`config.mk`:
```
export PLATFORM = sky130hd
export DESIGN_NAME = utf8_stream_decoder_unit
export DESIGN_NICKNAME = d
export VERILOG_FILES = /design/src/hw/rtl/u8d_pkg.sv /design/src/hw/rtl/u8d_fifo.sv /design/src/hw/rtl/u8d_front.sv /design/src/hw/rtl/u8d_back.sv /design/src/hw/rtl/utf8_stream_decoder_unit.sv
export SDC_FILE = /design/constraint.sdc
export NUM_CORES = 1
export LEC_CHECK = 0
export BUFFER_PORTS_ARGS = -buffer_cell sky130_fd_sc_hd__buf_4
export CAP_MARGIN = 20
export CORE_UTILIZATION = 30
export CTS_CLUSTER_DIAMETER = 150
export DETAILED_ROUTE_END_ITERATION = 16
export GPL_TIMING_DRIVEN = 0
export PLACE_DENSITY = 0.57
export SETUP_SLACK_MARGIN = 0.5
export SLEW_MARGIN = 10
export SYNTH_ARGS = -nofsm -noshare
export SYNTH_HDL_FRONTEND = slang
export SYNTH_SLANG_ARGS = --single-unit
```
`constraint.sdc`:
```
create_clock -name clk -period 11.15 [get_ports clk]
set_clock_uncertainty 0.2 [all_clocks]
set_input_delay 1.115 -clock clk [delete_from_list [all_inputs] [get_ports clk]]
set_output_delay 1.115 -clock clk [all_outputs]
set_load 0.01 [all_outputs]
```
`src/hw/rtl/u8d_pkg.sv`:
```
`timescale 1ns / 1ps

package u8d_pkg;

  localparam int CP_BITS = 21;
  localparam int OUT_COUNT_BITS = 16;

  // Lead-byte classes that the front end assigns to each incoming byte.
  localparam logic [1:0] KIND_END   = 2'd0;
  localparam logic [1:0] KIND_ASCII = 2'd1;
  localparam logic [1:0] KIND_LEAD  = 2'd2;
  localparam logic [1:0] KIND_BAD   = 2'd3;

  typedef struct packed {
    logic [1:0] kind;
    logic [1:0] len;
    logic [6:0] lead;
    logic [5:0] cont;
  } item_t;

  typedef struct packed {
    logic [CP_BITS-1:0]        code_point;
    logic                      is_error;
    logic                      is_end;
    logic [OUT_COUNT_BITS-1:0] char_count;
  } result_t;

endpackage

```
`src/hw/rtl/u8d_fifo.sv`:
```
`timescale 1ns / 1ps

module u8d_fifo #(
  parameter int WIDTH = 8
) (
  input  logic             clk,
  input  logic             rst,
  input  logic             wr_en,
  input  logic [WIDTH-1:0] wr_data,
  output logic             full,
  input  logic             rd_en,
  output logic [WIDTH-1:0] rd_data,
  output logic             empty
);

  logic [WIDTH-1:0] mem [2];
  logic             wr_ptr;
  logic             rd_ptr;
  logic [1:0]       count;

  assign full    = (count == 2'd2);
  assign empty   = (count == 2'd0);
  assign rd_data = mem[rd_ptr];

  always_ff @(posedge clk) begin
    if (wr_en) begin
      mem[wr_ptr] <= wr_data;
    end
  end

  always_ff @(posedge clk) begin
    if (rst) begin
      wr_ptr <= 1'b0;
      rd_ptr <= 1'b0;
      count  <= 2'd0;
    end else begin
      if (wr_en) begin
        wr_ptr <= ~wr_ptr;
      end
      if (rd_en) begin
        rd_ptr <= ~rd_ptr;
      end
      case ({wr_en, rd_en})
        2'b10:   count <= count + 2'd1;
        2'b01:   count <= count - 2'd1;
        default: count <= count;
      endcase
    end
  end

endmodule

```
`src/hw/rtl/u8d_front.sv`:
```
`timescale 1ns / 1ps

module u8d_front (
  input  logic           clk,
  input  logic           rst,
  input  logic           push,
  input  logic [7:0]     in_byte,
  output logic           full,
  output logic           item_valid,
  input  logic           item_ready,
  output u8d_pkg::item_t item
);

  u8d_pkg::item_t cls;
  logic           fifo_empty;

  // Each byte is classified as if it were a lead byte; the back end decides
  // whether it is really a continuation byte.
  always_comb begin
    cls.kind = u8d_pkg::KIND_BAD;
    cls.len  = 2'd0;
    cls.lead = in_byte[6:0];
    cls.cont = in_byte[5:0];
    if (in_byte == 8'd0) begin
      cls.kind = u8d_pkg::KIND_END;
    end else if (!in_byte[7]) begin
      cls.kind = u8d_pkg::KIND_ASCII;
    end else if (!in_byte[5]) begin
      cls.kind = u8d_pkg::KIND_LEAD;
      cls.len  = 2'd1;
      cls.lead = {2'b00, in_byte[4:0]};
    end else if (!in_byte[4]) begin
      cls.kind = u8d_pkg::KIND_LEAD;
      cls.len  = 2'd2;
      cls.lead = {3'b000, in_byte[3:0]};
    end else if (!in_byte[3]) begin
      cls.kind = u8d_pkg::KIND_LEAD;
      cls.len  = 2'd3;
      cls.lead = {4'b0000, in_byte[2:0]};
    end
  end

  assign item_valid = !fifo_empty;

  u8d_fifo #(
    .WIDTH($bits(u8d_pkg::item_t))
  ) u_queue (
    .clk     (clk),
    .rst     (rst),
    .wr_en   (push && !full),
    .wr_data (cls),
    .full    (full),
    .rd_en   (item_ready && !fifo_empty),
    .rd_data (item),
    .empty   (fifo_empty)
  );

endmodule

```
`src/hw/rtl/u8d_back.sv`:
```
`timescale 1ns / 1ps

module u8d_back #(
  parameter int COUNT_BITS = 16
) (
  input  logic                               clk,
  input  logic                               rst,
  input  logic                               item_valid,
  input  u8d_pkg::item_t                     item,
  output logic                               item_ready,
  input  logic                               pop,
  output logic                               empty,
  output logic [u8d_pkg::CP_BITS-1:0]        code_point,
  output logic                               is_error,
  output logic                               is_end,
  output logic [u8d_pkg::OUT_COUNT_BITS-1:0] char_count
);

  logic [u8d_pkg::CP_BITS-1:0] partial_value;
  logic [u8d_pkg::CP_BITS-1:0] partial_value_next;
  logic [1:0]                  bytes_pending;
  logic [1:0]                  bytes_pending_next;
  logic [COUNT_BITS-1:0]       decoded_count;
  logic [COUNT_BITS-1:0]       decoded_count_next;
  logic                        skip_to_end;
  logic                        skip_to_end_next;

  logic                                   take;
  logic                                   res_full;
  logic                                   res_wr;
  logic [COUNT_BITS-1:0]                  count_bumped;
  logic [COUNT_BITS+u8d_pkg::OUT_COUNT_BITS-1:0] count_wide;
  logic [u8d_pkg::CP_BITS-1:0]            gathered;
  u8d_pkg::result_t                       res;
  u8d_pkg::result_t                       res_head;

  assign item_ready = !res_full;
  assign take       = item_valid && item_ready;

  // The count saturates at its all-ones value.
  assign count_bumped = (decoded_count == {COUNT_BITS{1'b1}}) ?
                        decoded_count : decoded_count + {{(COUNT_BITS-1){1'b0}}, 1'b1};
  assign gathered     = {partial_value[u8d_pkg::CP_BITS-7:0], item.cont};

  always_comb begin
    partial_value_next = partial_value;
    bytes_pending_next = bytes_pending;
    decoded_count_next = decoded_count;
    skip_to_end_next   = skip_to_end;
    res_wr             = 1'b0;
    res.code_point     = '0;
    res.is_error       = 1'b0;
    res.is_end         = 1'b0;
    count_wide         = '0;
    if (take) begin
      if (item.kind == u8d_pkg::KIND_END) begin
        res_wr             = 1'b1;
        res.is_end         = 1'b1;
        res.is_error       = !skip_to_end && (bytes_pending != 2'd0);
        count_wide         = {{u8d_pkg::OUT_COUNT_BITS{1'b0}}, decoded_count};
        partial_value_next = '0;
        bytes_pending_next = 2'd0;
        decoded_count_next = '0;
        skip_to_end_next   = 1'b0;
      end else if (skip_to_end) begin
        res_wr = 1'b0;
      end else if (bytes_pending != 2'd0) begin
        bytes_pending_next = bytes_pending - 2'd1;
        if (bytes_pending == 2'd1) begin
          res_wr             = 1'b1;
          res.code_point     = gathered;
          count_wide         = {{u8d_pkg::OUT_COUNT_BITS{1'b0}}, count_bumped};
          decoded_count_next = count_bumped;
          partial_value_next = '0;
        end else begin
          partial_value_next = gathered;
        end
      end else begin
        case (item.kind)
          u8d_pkg::KIND_ASCII: begin
            res_wr             = 1'b1;
            res.code_point     = {{(u8d_pkg::CP_BITS-7){1'b0}}, item.lead};
            count_wide         = {{u8d_pkg::OUT_COUNT_BITS{1'b0}}, count_bumped};
            decoded_count_next = count_bumped;
          end
          u8d_pkg::KIND_LEAD: begin
            partial_value_next = {{(u8d_pkg::CP_BITS-7){1'b0}}, item.lead};
            bytes_pending_next = item.len;
          end
          default: begin
            res_wr             = 1'b1;
            res.is_error       = 1'b1;
            count_wide         = {{u8d_pkg::OUT_COUNT_BITS{1'b0}}, decoded_count};
            skip_to_end_next   = 1'b1;
            partial_value_next = '0;
          end
        endcase
      end
    end
    res.char_count = count_wide[u8d_pkg::OUT_COUNT_BITS-1:0];
  end

  always_ff @(posedge clk) begin
    if (rst) begin
      partial_value <= '0;
      bytes_pending <= 2'd0;
      decoded_count <= '0;
      skip_to_end   <= 1'b0;
    end else begin
      partial_value <= partial_value_next;
      bytes_pending <= bytes_pending_next;
      decoded_count <= decoded_count_next;
      skip_to_end   <= skip_to_end_next;
    end
  end

  u8d_fifo #(
    .WIDTH($bits(u8d_pkg::result_t))
  ) u_results (
    .clk     (clk),
    .rst     (rst),
    .wr_en   (res_wr),
    .wr_data (res),
    .full    (res_full),
    .rd_en   (pop && !empty),
    .rd_data (res_head),
    .empty   (empty)
  );

  assign code_point = res_head.code_point;
  assign is_error   = res_head.is_error;
  assign is_end     = res_head.is_end;
  assign char_count = res_head.char_count;

`ifndef NO_ASSERTIONS
  a_no_pending_while_skipping: assert property (@(posedge clk) disable iff (rst)
    !(skip_to_end && bytes_pending != 2'd0))
    else $error("continuation bytes pending while skipping to terminator");

  a_partial_clear_when_idle: assert property (@(posedge clk) disable iff (rst)
    (bytes_pending == 2'd0) |-> (partial_value == '0))
    else $error("partial value left over outside a sequence");

  a_end_clears_state: assert property (@(posedge clk) disable iff (rst)
    (take && item.kind == u8d_pkg::KIND_END) |=>
      (decoded_count == '0 && bytes_pending == 2'd0 && !skip_to_end))
    else $error("terminator did not clear string state");

  a_count_monotonic: assert property (@(posedge clk) disable iff (rst)
    !(take && item.kind == u8d_pkg::KIND_END) |=> (decoded_count >= $past(decoded_count)))
    else $error("character count went down without a terminator");
`endif

endmodule

```
`src/hw/rtl/utf8_stream_decoder_unit.sv`:
```
`timescale 1ns / 1ps

// UTF-8 stream decoder. Push one byte per request; each decoded character,
// each invalid lead byte (1x111xxx) and each terminating zero byte yields
// one result, while lead and middle bytes of a sequence yield none. After an
// invalid lead, bytes are dropped until the zero byte. The block takes one
// byte every clock cycle as long as results are popped. A byte accepted at
// a clock edge is stored in the two-entry queue after the classifying front
// end and is decoded from there once the result queue has room; its result
// goes into the two-entry result queue, which reads out without a register
// stage, and it is popped from there.
module utf8_stream_decoder_unit #(
  parameter int COUNT_BITS = 16
) (
  input  logic                               clk,
  input  logic                               rst,
  input  logic                               push,
  input  logic [7:0]                         in_byte,
  output logic                               full,
  input  logic                               pop,
  output logic                               empty,
  output logic [u8d_pkg::CP_BITS-1:0]        code_point,
  output logic                               is_error,
  output logic                               is_end,
  output logic [u8d_pkg::OUT_COUNT_BITS-1:0] char_count
);

  u8d_pkg::item_t item;
  logic           item_valid;
  logic           item_ready;

  u8d_front u_front (
    .clk        (clk),
    .rst        (rst),
    .push       (push),
    .in_byte    (in_byte),
    .full       (full),
    .item_valid (item_valid),
    .item_ready (item_ready),
    .item       (item)
  );

  u8d_back #(
    .COUNT_BITS(COUNT_BITS)
  ) u_back (
    .clk        (clk),
    .rst        (rst),
    .item_valid (item_valid),
    .item       (item),
    .item_ready (item_ready),
    .pop        (pop),
    .empty      (empty),
    .code_point (code_point),
    .is_error   (is_error),
    .is_end     (is_end),
    .char_count (char_count)
  );

endmodule

```
* After elaboration in Yosys (flattened, before gate mapping)
Memory sizes are Yosys's and may differ from the RTL's. A register that Yosys moved wholly into a read port is not among the register bits. Cells that the tools add are included.
Operators by class: $add $sub $neg 6, equality and inequality tests 13, mux-type cells 56, bitwise gates (word level) 4, reductions and logical operators 22
Operators with widths (count):
- 16-bit two-way mux | 11
- 21-bit two-way mux | 3
- 15-bit two-way mux | 4
- 16-bit one-hot mux with 2 select lines | 1
- 15-bit one-hot mux with 2 select lines | 1
- 23-bit two-way mux | 1
- 22-bit two-way mux | 1
- 1-bit two-way mux | 20
- 10-bit two-way mux | 2
- 9-bit two-way mux | 2
- 16-bit by 1-bit adder with 16-bit output (second input constant) | 1
- 16-bit equality test (second input constant) | 1
- 2-bit two-way mux | 6
- 11-bit two-way mux | 1
- 2-bit equality test (second input constant) | 5
- 2-bit by 1-bit equality test with 1-bit output (second input constant) | 4
- 8-bit logical NOT | 1
- 2-bit one-hot mux with 2 select lines | 2
- 7-bit two-way mux | 1
- 2-bit logical NOT | 3
- 3-bit AND reduction | 2
- 2-bit nonzero test | 3
- 3-bit nonzero test | 2
- 2-bit by 1-bit subtractor with 2-bit output (second input constant) | 3
- other kinds (9) | 20
Storage, ports and cells: register bits 42, memory bits (writable) 112, input bits 12, output and inout port bits 41, logic and storage cells 113, memories kept 2
Memories:
- u_back.u_results.mem | words 2, width 39, rd ports 1, clocked after Yosys merged registers in 1, write ports 1, RTL line u8d_fifo.sv:16 | logic [WIDTH-1:0] mem [2];
- u_front.u_queue.mem | words 2, width 17, rd ports 1, clocked after Yosys merged registers in 1, write ports 1, RTL line u8d_fifo.sv:16

* Logic depth before layout (Yosys ltp)
Gate-level depths: netlist of run 1.
depth after elaboration 8, gate-level depth with buffers 12, depth with buffers taken out 10

* Cells and area by module
A second synthesis of run 1 with hierarchy kept.
Second synthesis, totals: cells, all modules 628, area total of the unflattened synthesis 7328.3 sq um
Modules (own cells, without submodules):
- u8d_fifo at u_back.u_results | instances 1, cells each 143, area each 3009.1 sq um, seq. area each 2442.3 sq um
- u8d_back | instances 1, cells each 394, area each 2798.9 sq um, seq. area each 680.7 sq um
- u8d_fifo at u_front.u_queue | instances 1, cells each 75, area each 1427.6 sq um, seq. area each 1121.1 sq um
- u8d_front | instances 1, cells each 16, area each 92.6 sq um, seq. area each 0.0 sq um

* Least setup slack after synthesis of run 1
Ideal clock, no wire load.
kind register to register, from reg with a tool-made name, to mem u_back.u_results.mem[0][0] in the netlist's numbering (enable), setup time 0.435 ns, arrival time 3.809 ns, data required time 10.515 ns, slack 6.705 ns, cell stages (with the launch flop) 8, period minus slack after synthesis 4.445 ns, path through dfxtp_1 -> clkbuf_1 -> buf_1 -> mux2i_1 -> ha_1 -> clkbuf_1 -> o21ai_0 -> nor2_1
RTL lines (RTL line):
- end, declared | u8d_fifo.sv:16

==> reports/qor.yml, run 1 <==
status:
  status: "finished, final reports clean"
routing:
  ant_nets: 0
  post_drt_via_cell_ratio: 4.978
  vias: 4630
  drt_wl_total_mm: 15.15
  wl_per_cell_um: 16.29
  drcViolationCount: 0
  drt_iter0_markers: 340
  first_pass_iters: 5
global_routing:
  grt_max_degree: 23
  antenna_found_initial: 0
  grt_util_all_layers: 0.1395
  grt_pass1_vias: 4347
  grt_overflow_total: 0
  grt_pass1_wl_mm: 23.36
timing:
  tightest_slew_ns: 1.062
  slew_headroom: 0.2891
  setup_ws_ns: 6.803
  whs_ns: 0.2497
  finalMaxSlewViolations: 0
  setup_violations: 0
  period_share: 0.3898
  fmax_mhz: 230.1
  fin_crit_ns: 4.347
  setup_tns_ns: 0
  finalHoldViolCount: 0
  rsz0062_at_grt: "false"
clocking:
  cts.sinks: 148
  clk_pin_slew_worst_paths_ns: 0.06
  clock_path_buffers: 2
  ctsResizeCount: 0
  post_cts_buffers: 0
  cts-htree-levels: 4
  cts-root-buf: "clkbuf_16"
  cts_buffers: 17
  cts_tree: "built"
  clock_latency_ns: 0.43
  cts_hold_buf: 0
setup_path:
  critical_path.startpoint_type: "flop"
  cp-end-kind: "flop"
  crit_path_top_delay_cell: "buf_1"
  cp_max_fo: 10
  arrival_ns: 4.32
  cpMostUsedCell: "clkbuf_1"
  r2r_slack_ns: 6.80
  path_cells: "clkbuf_1, buf_1, mux2i_1, ha_1, a21oi_1, or3_1, clkbuf_1, nor2_1, inv_1, o31ai_1"
  worst-setup-path-type: "flop to flop"
  max_stage_delay_ns: 0.62
  critical_path_required_ns: 11.12
worst_hold_path:
  hp-class: "flop to flop"
yosys:
  ys_seq_area_frac: 0.6050
  syn_inst: 569
  synth_flop_cell: "edfxtp_1"
  syn_area_mm2: 0.006618
  synth_area_per_cell_um2: 11.63
  synth_fp_nets: 587
  synth-seq-cells: 148
  ys_warn_count: 0
  synthArstFlopShare: 0
  synth_edf_count: 104
  synthDistinctLibCells: 53
floorplan:
  fp.dieH_um: 150.5
  design.core.area_mm2: 0.02135
  std_cell_rows: 53
  start_util: 0.3099
  die-area_mm2: 0.02266
  die_x_um: 150.5
  num_io_pins: 53
cells_and_area:
  nFillCells: 2075
  final_common_cell: "edfxtp_1"
  utilization: 0.3745
  areaGrowthSynthToFinish_pct: 20.84
  fin_area_mm2: 0.007996
  drive_gt1_frac: 0.2305
  final_cell_mix: "edfxtp_1, buf_4, a21oi_1"
  final-instance-count-excl-fill: 930
  fin_nets: 660
  diodes: 0
placement:
  gp_congestion: 0.8878
  dp_hpwl_mm: 10.48
  dp_slack_ns: 6.792
  port_buffers: 52
  place_area_mm2: 0.007422
  dp_cells: 898
power:
  vdd_drop_max_mv: 0.1052
  leakagePower_nw: 2.744
  powerDensity_mw_per_mm2: 249.4
  total_power_mw: 1.994
flow_run:
  maxCapViolCount: 0
final timing paths:
| check | from | endpoint | cells after the start |
|---|---|---|---|
| hold / removal | u_back.partial_value[9]$_SDFFE_PP0P_ | u_back.partial_value[9]$_SDFFE_PP0P_ | 2 |
| setup reg to reg | flop | u_back.u_results.mem[1][8]$_DFFE_PP_ | 10 |
| setup / recovery | flop | u_back.u_results.mem[1][8]$_DFFE_PP_ | 10 |
| hold reg to reg | u_back.partial_value[9]$_SDFFE_PP0P_ | u_back.partial_value[9]$_SDFFE_PP0P_ | 2 |
kinds of logic after synthesis:
family | after synthesis | synth area share
adders and majority gates | 6 | 0.01134
buffers and inverters | 45 | 0.02760
xor gates and xnor gates | 8 | 0.01059
muxes | 55 | 0.09491
DFF | 148 | 0.6050
and+or+nand+nor | 196 | 0.1532
AOI/OAI and AO/OA | 111 | 0.09737
synth_stat cells (all sizes together) (3+ instances only):
cell type	n	share of area
edfxtp	104	0.47
a21oi	50	0.038
nor2	49	0.028
dfxtp	44	0.13
mux2	42	0.071
nand2	33	0.019
o21ai	26	0.020
clkbuf	22	0.012
nand3	22	0.017
nor3	19	0.014
and2	14	0.013
a31oi	12	0.011
buf	12	0.0089
inv	11	0.0062
mux2i	11	0.017
or3	10	0.010
nand4	8	0.0098
nor2b	8	0.0076
and3	7	0.0066
nand2b	7	0.0066
ha	6	0.011
nor4	6	0.0066
or2	6	0.0057
xnor2	5	0.0066
o31ai	4	0.0045
a21o	3	0.0036
xor2	3	0.0040
sequential cells by signal, summed over array words and instances, names as in the netlist, named ones only:
| signal | cells |
|---|---|
| u_back.decoded_count | 16 |
| u_back.u_results.rd_ptr | 1 |
| u_back.skip_to_end | 1 |
| u_back.partial_value | 15 |
| u_back.bytes_pending | 2 |
| u_front.u_queue.mem | 26 |
| u_front.u_queue.count | 2 |
| u_back.u_results.wr_ptr | 1 |
| u_front.u_queue.rd_ptr | 1 |
| u_back.u_results.count | 2 |
| u_back.u_results.mem | 78 |
| u_front.u_queue.wr_ptr | 1 |
cell type report:
cell class / count / area (um2) / share of cell area
Tap cell: 275 / 344.1 / 0.04303
Clock buffer: 18 / 429.2 / 0.05367
Timing Repair Buffer: 54 / 445.4 / 0.05570
Inverter: 11 / 41.29 / 0.005164
Clock inverter: 14 / 145.1 / 0.01815
Buffer: 34 / 141.4 / 0.01768
Multi-Input combinational cell: 376 / 2446 / 0.3059
Sequential cell: 148 / 4004 / 0.5007
critical path: cells and delay by family, from the launching register on:
kind / cells / cell delay [ns]
compound gates: 2 / 0.60
buf+inv: 4 / 1.33
flops: 1 / 0.31
simple gates: 2 / 0.92
mux: 1 / 0.43
fa+ha+maj: 1 / 0.29
power breakdown:
part	internal, mW	leakage, nW	switching (mW)
sequential	0.728	1.33	0.0399
combinational	0.290	1.13	0.381
clock	0.314	0.281	0.241
per-layer routing:
metal  vias to the layer above  track usage  wire length (um)
li1                       2262            -                 -
met1                      2232       0.1827              7083
met2                       118       0.2147              7036
met3                        18      0.03576               783
met4                         0      0.06566               249
met5                         -            0                 0
No activity file was read; power rests on OpenSTA's default activity.
==> inputs of run 2 (changes only) <==
ABC_AREA = 1   (was default)
clock period = 4.4 ns   (was 11.15 ns; I/O delays follow)
==> run 2 against run 1 <==
Against the previous run: non-clock buffer count up 1; routed wire length about the same; register-to-register slack worse by 6.0 ns; count of clock-buffer cells in the layout down 1; design area up 3.5%; sequential cell count unchanged.
==> reports/qor.yml, run 2 <==
timing:
  slew_headroom: 0.4522  # +0.1630
  setup_tns_ns: 0  # unchanged
  tightest_slew_ns: 0.8217  # -0.2406 ns
  whs_ns: 0.04087  # -0.2088 ns
  finalMaxSlewViolations: 0  # unchanged
  setup_ws_ns: 0.7781  # -6.025 ns
  period_share: 0.8232  # +0.4333
  rsz0062_at_grt: "false"
  setup_violations: 0  # unchanged
  fmax_mhz: 276.1  # +20%
  finalHoldViolCount: 0  # unchanged
  fin_crit_ns: 3.622  # -0.7247 ns
yosys:
  synth_common_cells: "nand2_1, edfxtp_1, nor2_1, o21ai_0, inv_1"
  yosys.area.top_type_share: 0.4566  # -0.01537
  synth_area_per_cell_um2: 10.30  # -11%
  synth_flop_cell: "edfxtp_1"
  synthArstFlopShare: 0  # unchanged
  syn_area_mm2: 0.006840  # +3.4%
  synth_edf_count: 104  # unchanged
  synthDistinctLibCells: 43  # -19%
  synth.area.top_cells: "edfxtp_1, dfxtp_1, mux2_2"
  synth-seq-cells: 148  # unchanged
  yosys.cell_count.top_type: "nand2_1"
  yosys.area.top_type: "edfxtp_1"
  synth_fp_nets: 682  # +16%
  ys_warn_count: 0  # unchanged
  ys_seq_area_frac: 0.5853  # -0.01970
  syn_inst: 664  # +17%
power:
  total_power_mw: 5.812  # +190%
  powerDensity_mw_per_mm2: 702.4  # +180%
  vdd_drop_max_mv: 0.3279  # +210%
  leakagePower_nw: 2.923  # +6.5%
routing:
  post_drt_via_cell_ratio: 4.716  # -5.3%
  drcViolationCount: 0  # unchanged
  ant_nets: 0  # unchanged
  first_pass_iters: 5  # unchanged
  wl_per_cell_um: 14.62  # -10%
  drt_iter0_markers: 399  # +17%
  vias: 4890  # +5.6%
  drt_wl_total_mm: 15.17  # about the same
global_routing:
  grt_pass1_wl_mm: 24.43  # +4.6%
  grt_util_all_layers: 0.1357  # -0.003829
  grt_overflow_total: 0  # unchanged
  antenna_found_initial: 0  # unchanged
  grt_pass1_vias: 4537  # +4.4%
  grt_max_degree: 28  # +22%
setup_path:
  critical_path.startpoint_type: "flop"
  cp_max_fo: 10  # unchanged
  critical_path_required_ns: 4.51  # -6.61 ns
  arrival_ns: 3.73  # -0.59 ns
  reg2reg_depth: 13  # +3
  r2r_slack_ns: 0.78  # -6.03 ns
  cp-end-kind: "flop"
  worst-setup-path-type: "flop to flop"
  timing.rr.end: "u_back.u_results.count[1]$_SDFFE_PP0P_"
clocking:
  cts_buffers: 17  # unchanged
  clock_latency_ns: 0.43  # about the same
  cts.sinks: 148  # unchanged
  cts-root-buf: "clkbuf_16"
  cts_tree: "built"
  cts-htree-levels: 4  # unchanged
  clk_pin_slew_worst_paths_ns: 0.06  # about the same
  clock_path_buffers: 2  # unchanged
placement:
  place_area_mm2: 0.007629  # +2.8%
  dp_slack_ns: 0.5437  # -6.248 ns
  dp_cells: 997  # +11%
  port_buffers: 51  # -1.9%
  dp_hpwl_mm: 10.36  # -1.1%
  gp_congestion: 0.8747  # -1.5%
cells_and_area:
  diodes: 0  # unchanged
  layout_top_registers: "u_back.u_results.mem: 78 flops, u_front.u_queue.mem: 26 flops, u_back.decoded_count: 16 flops"
  final_cell_mix: "nand2_1, edfxtp_1, nor2_1"
  areaGrowthSynthToFinish_pct: 20.96
  top_register: "u_back.u_results.mem"
  final-instance-count-excl-fill: 1037  # +12%
  largest_register_ffs: 78  # unchanged
  utilization: 0.3745  # about the same
  fin_nets: 762  # +15%
  drive_gt1_frac: 0.2457  # +0.01517
  final_common_cell: "nand2_1"
  fin_area_mm2: 0.008274  # +3.5%
floorplan:
  fp.dieH_um: 153  # +1.6%
  die_x_um: 153  # +1.6%
  std_cell_rows: 54  # +1.9%
  start_util: 0.3096  # about the same
  num_io_pins: 53  # unchanged
  die-area_mm2: 0.02341  # +3.3%
  design.core.area_mm2: 0.02209  # +3.5%
status:
  status: "finished, final reports clean"
worst_hold_path:
  whs_endpoint: "u_front.u_queue.mem[0][4]$_DFFE_PP_"
  holdPathStages: 1  # -1
  min_from: "in_byte[4]"
  hp-class: "input pin to flop"
flow_run:
  maxCapViolCount: 0  # unchanged
==> run 2: cell count changes in the layout (fill, tap and decap cells not counted), moves of 9 or more <==
cell	delta
mux2i_1	-9
nor3_1	-13
nand2_2	+11
nand2_1	+72
a31oi_1	-9
clkbuf_1	-11
a21oi_2	+10
nor3b_1	+11
nor2_1	+30
and2_1	-13
o21ai_0	+29
inv_1	+41
==> run 2: power by group <==
part           leakage (nW)  switching (mW)  total, mW  internal [mW]
logic                  1.32            1.45       2.35          0.899
registers              1.34           0.112       2.06           1.95
clock network         0.265           0.606       1.40          0.790
==> run 2: cell type report <==
type	count	area, um2
Buffer	28	143.9
Clock buffer	17	425.4
Clock inverter	15	147.6
Fill cell	2183	13820
Inverter	55	206.4
Multi-Input combinational cell	433	2502
Sequential cell	148	4004
Tap cell	280	350.3
Timing Repair Buffer	61	494.2
==> run 2: per-layer routing <==
layer | part of all wire | track usage | vias up
li1 | - | - | 2457
met1 | 0.49 | 0.1876 | 2284
met2 | 0.44 | 0.2012 | 129
met3 | 0.048 | 0.03176 | 20
met4 | 0.020 | 0.06109 | 0
met5 | 0 | 0 | -
==> run 2: logic make-up after synthesis <==
group	after synthesis	synth area share
compound gates	130	0.1108
xor+xnor	5	0.006402
fa+ha+maj	6	0.01097
buf+inv	83	0.05103
flops	148	0.5853
mux	41	0.06713
simple gates	251	0.1683
==> run 2: worst max path at each step <==
stage / to / slack, ns / startpoint
2_1_floorplan: u_back.u_results.mem[0][0]$_DFFE_PP_ / 0.24 / flop
3_3_place_gp: u_back.u_results.mem[0][10]$_DFFE_PP_ / -1.61 / flop
5_1_grt: u_back.u_results.count[1]$_SDFFE_PP0P_ / 0.61 / flop
3_5_place_dp: u_back.u_results.mem[0][10]$_DFFE_PP_ / 0.54 / flop
4_1_cts: u_back.u_results.mem[0][11]$_DFFE_PP_ / 0.53 / flop
6_report: u_back.u_results.count[1]$_SDFFE_PP0P_ / 0.78 / flop
==> run 2: what timing repair did <==
item                                    4_1_cts  5_1_grt
endpoints found under the setup margin        0       54
hold buffers                                  3        0
endpoints found under the hold margin         6        0
buffers inserted                              0        3
resized for setup                             0        1
==> run 2: critical path: stages (launching register included) <==
cell and delay [ns]:
dfxtp_1 0.41, inv_1 0.10, clkbuf_1 0.22, or2_2 0.32, o21ai_0 0.19, inv_1 0.09
ha_1 0.23, a21oi_1 0.55, o21ai_1 0.36, ha_1 0.40, a21oi_1 0.11, o21ai_0 0.10
o21ai_0 0.17, a21oi_1 0.06
